**src/lztd_pkg.sv**
```systemverilog
// Package for the LZ77 token decoder: window and field sizes, and the
// command and status types between the controller and the datapath.
// Depends on nothing.
`timescale 1ns / 1ps

package lztd_pkg;

   localparam int WINDOW_SIZE = 4096;
   localparam int MAX_MATCH   = 32;
   localparam int PTR_W       = $clog2(WINDOW_SIZE);
   localparam int CNT_W       = $clog2(WINDOW_SIZE + 1);
   localparam int DIST_W      = 13;
   localparam int LEN_W       = 6;
   localparam int BYTE_W      = 8;

   typedef struct packed {
      logic accept;
      logic rd_first;
      logic rd_next;
      logic emit_lit;
      logic emit_err;
      logic emit_copy;
      logic last;
   } lztd_cmd_type;

   typedef struct packed {
      logic             is_match;
      logic             bad;
      logic             len_zero;
      logic             out_free;
      logic [LEN_W-1:0] len_sat;
   } lztd_sts_type;

endpackage

```
**src/lztd_ctrl.sv**
```systemverilog
// Controller of the LZ77 token decoder: token decode state machine and
// copy length counter. Depends on lztd_pkg.
`timescale 1ns / 1ps

module lztd_ctrl (
   input  logic                   clock,
   input  logic                   reset,
   input  logic                   req_valid,
   output logic                   req_ready,
   input  lztd_pkg::lztd_sts_type sts,
   output lztd_pkg::lztd_cmd_type cmd
);

   import lztd_pkg::*;

   localparam logic [1:0] ST_IDLE = 2'd0;
   localparam logic [1:0] ST_LIT  = 2'd1;
   localparam logic [1:0] ST_ERR  = 2'd2;
   localparam logic [1:0] ST_COPY = 2'd3;

   logic [1:0]       state_ff, state_in;
   logic [LEN_W-1:0] remain_ff, remain_in;

   assign req_ready = (state_ff == ST_IDLE);

   always_comb begin
      state_in  = state_ff;
      remain_in = remain_ff;
      cmd       = '0;

      case (state_ff)
         ST_IDLE: begin
            if (req_valid) begin
               cmd.accept = 1'b1;
               if (!sts.is_match) begin
                  state_in = ST_LIT;
               end else if (sts.bad) begin
                  state_in = ST_ERR;
               end else if (!sts.len_zero) begin
                  cmd.rd_first = 1'b1;
                  remain_in    = sts.len_sat;
                  state_in     = ST_COPY;
               end
            end
         end
         ST_LIT: begin
            if (sts.out_free) begin
               cmd.emit_lit = 1'b1;
               cmd.last     = 1'b1;
               state_in     = ST_IDLE;
            end
         end
         ST_ERR: begin
            if (sts.out_free) begin
               cmd.emit_err = 1'b1;
               cmd.last     = 1'b1;
               state_in     = ST_IDLE;
            end
         end
         ST_COPY: begin
            if (sts.out_free) begin
               cmd.emit_copy = 1'b1;
               remain_in     = remain_ff - 1'b1;
               if (remain_ff == LEN_W'(1)) begin
                  cmd.last = 1'b1;
                  state_in = ST_IDLE;
               end else begin
                  cmd.rd_next = 1'b1;
               end
            end
         end
         default: begin
            state_in = ST_IDLE;
         end
      endcase
   end

   always_ff @(posedge clock) begin
      if (reset) begin
         state_ff  <= ST_IDLE;
         remain_ff <= '0;
      end else begin
         state_ff  <= state_in;
         remain_ff <= remain_in;
      end
   end

`ifndef SYNTHESIS
   a_emit_when_free: assert property (@(posedge clock) disable iff (reset)
      (cmd.emit_lit || cmd.emit_err || cmd.emit_copy) |-> sts.out_free)
      else $error("result emitted into a full output register");

   a_copy_nonzero: assert property (@(posedge clock) disable iff (reset)
      (state_ff == ST_COPY) |-> (remain_ff != '0))
      else $error("copy state with nothing left to copy");

   a_one_emit: assert property (@(posedge clock) disable iff (reset)
      $onehot0({cmd.emit_lit, cmd.emit_err, cmd.emit_copy, cmd.accept}))
      else $error("conflicting controller commands");
`endif

endmodule

```
**config.mk**
```make
export PLATFORM = sky130hd
export DESIGN_NAME = lztd_ctrl
export DESIGN_NICKNAME = d
export VERILOG_FILES = /design/src/lztd_pkg.sv /design/src/lztd_ctrl.sv
export SDC_FILE = /design/constraint.sdc
export NUM_CORES = 1
export LEC_CHECK = 0
export BUFFER_PORTS_ARGS = -buffer_cell sky130_fd_sc_hd__buf_2
export CAP_MARGIN = 10
export CORE_MARGIN = 10
export CORE_UTILIZATION = 25
export CTS_CLUSTER_DIAMETER = 80
export CTS_CLUSTER_SIZE = 25
export DETAILED_ROUTE_END_ITERATION = 6
export SKIP_LAST_GASP = 1
export SLEW_MARGIN = 20
export SYNTH_ARGS = -nofsm -noshare
export SYNTH_HDL_FRONTEND = slang
export SYNTH_SLANG_ARGS = --single-unit
```
**constraint.sdc**
```tcl
create_clock -name clock -period 1.7 [get_ports clock]
set_input_delay 0.085 -clock clock [delete_from_list [all_inputs] [get_ports clock]]
set_output_delay 0.085 -clock clock [all_outputs]
set_load 0.02 [all_outputs]
```
# Word-level counts from Yosys, hierarchy flattened
# Index checks and enable logic that the tools add are counted.
[classes]
eq_ne = 12
add_sub_neg = 1
reduce_logical = 5
mux = 29
[ops]
columns = ["op", "count"]
rows = [
  ["$mux W6", 5],
  ["$mux W2", 10],
  ["$pmux W6 S2", 1],
  ["$mux W1", 11],
  ["$ne A2 B2 Y1 const B", 5],
  ["$eq A6 B1 Y1 const B", 1],
  ["$pmux W2 S3", 1],
  ["$reduce_and A6 Y1", 1],
  ["$sub A6 B1 Y6 const B", 1],
  ["$reduce_and A5 Y1", 1],
  ["$eq A2 B2 Y1 const B", 2],
  ["$ne A2 B1 Y1 const B", 2],
  ["$ne A4 B4 Y1 const B", 1],
  ["$eq A2 B1 Y1 const B", 1],
  ["$logic_not A2 Y1", 1],
  ["$pmux W1 S2", 1],
  ["$reduce_bool A2 Y1", 1],
  ["$reduce_or A2 Y1", 1],
]
[word_totals]
wordCells = 49
regBits = 8
output_inout_bits = 8
in_bits = 13

# Depth between registers and ports, before layout
[logic_depth]
ltp_word = 5
depth_mapped = 7
ltp_nobuf = 6

# Worst setup path after synthesis
# No wires, ideal clock.
[synth_timing]
path_kind = "reg2out"
startpoint = "reg state_ff[0]"
endpoint = "out cmd[4] (netlist name)"
stages_incl_launch_ff = 5
slack_ns = 0.090
arrival_time_ns = 1.525
path_cell_list = "dfxtp_1 > ha_1 > buf_2 > and2_1 > a21boi_0"
[synth_rtl]
columns = ["item", "line", "rtl"]
rows = [
  ["start, declared", "lztd_ctrl.sv:21", "logic [1:0] state_ff, state_in;"],
  ["start signal, assigned", "lztd_ctrl.sv:83", "state_ff <= state_in;"],
  ["end, declared", "lztd_ctrl.sv:11", "output lztd_pkg::lztd_cmd_type cmd"],
]

==> metrics.md <==
| Metric | Value |
|---|---|
| Routability Congestion | 0.806 |
| Dominant synthesized flop cell | dfxtp_1 |
| Number of violations reported at the end of detailed-routing iteration 0 | 33 |
| Internal power of the cells | 0.539 mW |
| Maximum clock frequency | 621 MHz |
| Hold violation total from the final report | 0 |
| Dominant cell type by area after synthesis | dfxtp_1 |
| Clock share of power | 0.161 |
| Clk slew on worst S/H paths | 0.06 ns |
| Most common library cells after synthesis | 9 x a21oi_1, 8 x dfxtp_1, 8 x inv_1 |
| Min Clock Period, post-route | 1.61 ns |
| Master of the slowest instance on the critical path | dfxtp_2 |
| Num CTS Buffers | 3 |
| Antenna violations before repair | 0 |
| Synthesis-stage register bit count | 8 |
| Flop2flop setup slack | 0.18 ns |
| Layout cell share with drive strength beyond 1 | 0.274 |
| Worst Slack Setup Final | 0.0904 ns |
| Crit path buf inv count | 1 |
| Slew at the pin with the worst max-slew slack | 0.453 ns |
| Post-synthesis sequential area ratio | 0.221 |
| FP Rows | 19 |
| Port bufs | 20 |
| Top cells by area in the synthesized netlist | dfxtp_1 22%, ha_1 12%, a21oi_1 6.2% |
| Most frequent cell after synthesis | a21oi_1 |
| Required time of the critical path | 1.62 ns |
| Power per Cell Area | 1060 nW/µm² |
| Final worst path period share | 0.947 |
| Die outline height | 73.9 µm |
| Max IR drop VDD | 0.542 mV |
| Synthesis warning total | 0 |
| Global route total overflow | 0 |
| Netlist area before placement | 726 µm² |
| Arrival time of the worst setup path | 1.52 ns |
| Max-cap violations | 0 |
| Initial cell density of the core | 0.263 |
| Setup Fix Bufs, Post-CTS | 0 |
| Count of filler cells inserted in the layout | 305 |
| Sw frac | 0.442 |
| Worst max-slew margin expressed relative to the limit | 0.697 |
| Area added between synthesis and finish | 26.0% |
| Place WS | 0.172 ns |
| DRT Pass-1 Iters | 4 |
| P_sw | 0.427 mW |
| Critical path startpoint category | register |
| Nature of the critical path endpoint | output port |
| DIE WIDTH | 73.9 µm |
| Routed vias/inst | 5.12 |
| Worst Path Max Fanout | 9 |
| Antenna viol nets, final | 0 |
| Count of inserted antenna diode cells | 0 |
| Kind of cell adding the most delay to the critical path | flip-flops |
| Sequential cell area | 163 µm² |
| Number of buffers on the longest clock path | 2 |
| HP Class | in2reg |
| Post-cts sizing count | 1 |
| Final worst clock skew | 0.00899 ns |
| CTS sink cnt | 8 |
| Final routed DRC violation total | 0 |
| Core region area | 2760 µm² |
| Summed negative setup slack over all endpoints | 0 ns |
| Instance count of the mapped netlist | 95 |
| H-tree Lvls | 1 |
| Post-Syn Nets | 115 |
| Count of endpoints failing setup in the final report | 0 |
| Mean routed wirelength per cell | 12.9 µm |
| Combined global-route utilization of all metal layers | 0.0723 |
| Number of vias after detailed routing | 758 |
| Hold Buf Count CTS | 0 |
| Root Buffer | clkbuf_4 |
| CTS tree | done |
| Total Wirelength | 1.91 mm |
| Post-layout util | 0.332 |
| Placed wire-length estimate after detailed placement | 1.56 mm |
| Post-synthesis async set-or-reset flop share | 0 |
| Area enclosed by the die boundary | 5460 µm² |
| Wire length of the first global-routing pass | 3.15 mm |
| Run status | completed |
| Clock latency on the worst-skew pair | 0.27 ns |
| Critical path type | reg2out |
| Via count of the first global-routing pass | 729 |
| LEAKAGE | 0.399 nW |
| Share of Yosys cell area claimed by the top area cell type | 0.221 |
| Fin nets | 139 |
| Worst path max stage delay | 0.35 ns |
| RSZ-0062 raised after global routing | false |
| Number of flops mapped to enable cells by yosys | 0 |
| Combinational group share of total power | 0.538 |
| Pins over their slew limit | 0 |
| Count of distinct cell types in the synthesized netlist | 35 |
| Post-Synthesis Mean Instance Area | 7.64 µm² |
| Area of combinational cells with multiple inputs | 538 µm² |
| Count of boundary I/O pins | 21 |
| Sequential fraction of design power | 0.302 |
| Chain of cells forming the critical path | ha_1, and2_1, a21boi_0, buf_2 |
| Pin count of the biggest net entering global routing | 12 |
sequential cells by signal, summed over array words and instances, names as in the netlist:
signal / flops
remain_ff: 6
state_ff: 2
cells in the final DEF (no fill, tap or decap), types with 3 or more instances in the layout:
master and count:
inv_1 8, buf_4 3, ha_1 7, nand2_1 6
and2_1 5, buf_2 20, nor2_1 6, a21oi_1 9
nor2b_1 4, o21ai_0 6, dfxtp_1 6, clkbuf_4 3
kinds of logic after synthesis:
logic type	Yosys count	synth area share
mux	2	0.0276
compound gates	32	0.290
fa+ha+maj	7	0.121
flops	8	0.221
buf+inv	12	0.0655
simple gates	34	0.276
area by class of cell:
type	count	area share
sequential	8	0.178
clock buffer	3	0.0246
timing repair buffer	23	0.134
tap	31	0.0424
inverter	8	0.0328
multi-input combinational	75	0.588
power by group through the flow:
stage	logic [mW]	registers, mW	clock network [mW]
2_1_floorplan	0.364	0.270	0
3_3_place_gp	0.498	0.280	0
3_5_place_dp	0.499	0.282	0
4_1_cts	0.506	0.281	0.164
5_1_grt	0.588	0.300	0.172
6_report	0.520	0.292	0.155
through the flow:
stage	power (mW)	cell area, µm²	std cells	hold WS [ns]
floorplan	0.634	726	95	0.239
global placement	0.778	870	145	0.379
detailed placement	0.781	870	145	0.386
CTS	0.951	898	148	0.0958
global route	1.06	915	148	0.114
finish	0.967	915	148	0.106
metal layers:
metal | share of wire | up-vias | wire, µm | global-route usage
met5 | 0 | - | 0 | 0
met4 | 0.013 | 0 | 25 | 0.0311
met3 | 0.094 | 6 | 179 | 0.0377
met2 | 0.43 | 23 | 827 | 0.112
met1 | 0.46 | 335 | 877 | 0.0809
li1 | - | 394 | - | -
worst paths after layout:
path / cells after the start / end / start
setup reg to reg: 5 / remain_ff[3]$_SDFFE_PP0P_ / state_ff[0]$_SDFFE_PP0P_
hold reg to reg: 2 / state_ff[1]$_SDFFE_PP0P_ / state_ff[1]$_SDFFE_PP0P_
setup / recovery: 4 / cmd[4] / state_ff[0]$_SDFFE_PP0P_
hold / removal: 2 / remain_ff[3]$_SDFFE_PP0P_ / reset
No activity file was read; power rests on OpenSTA's default activity.
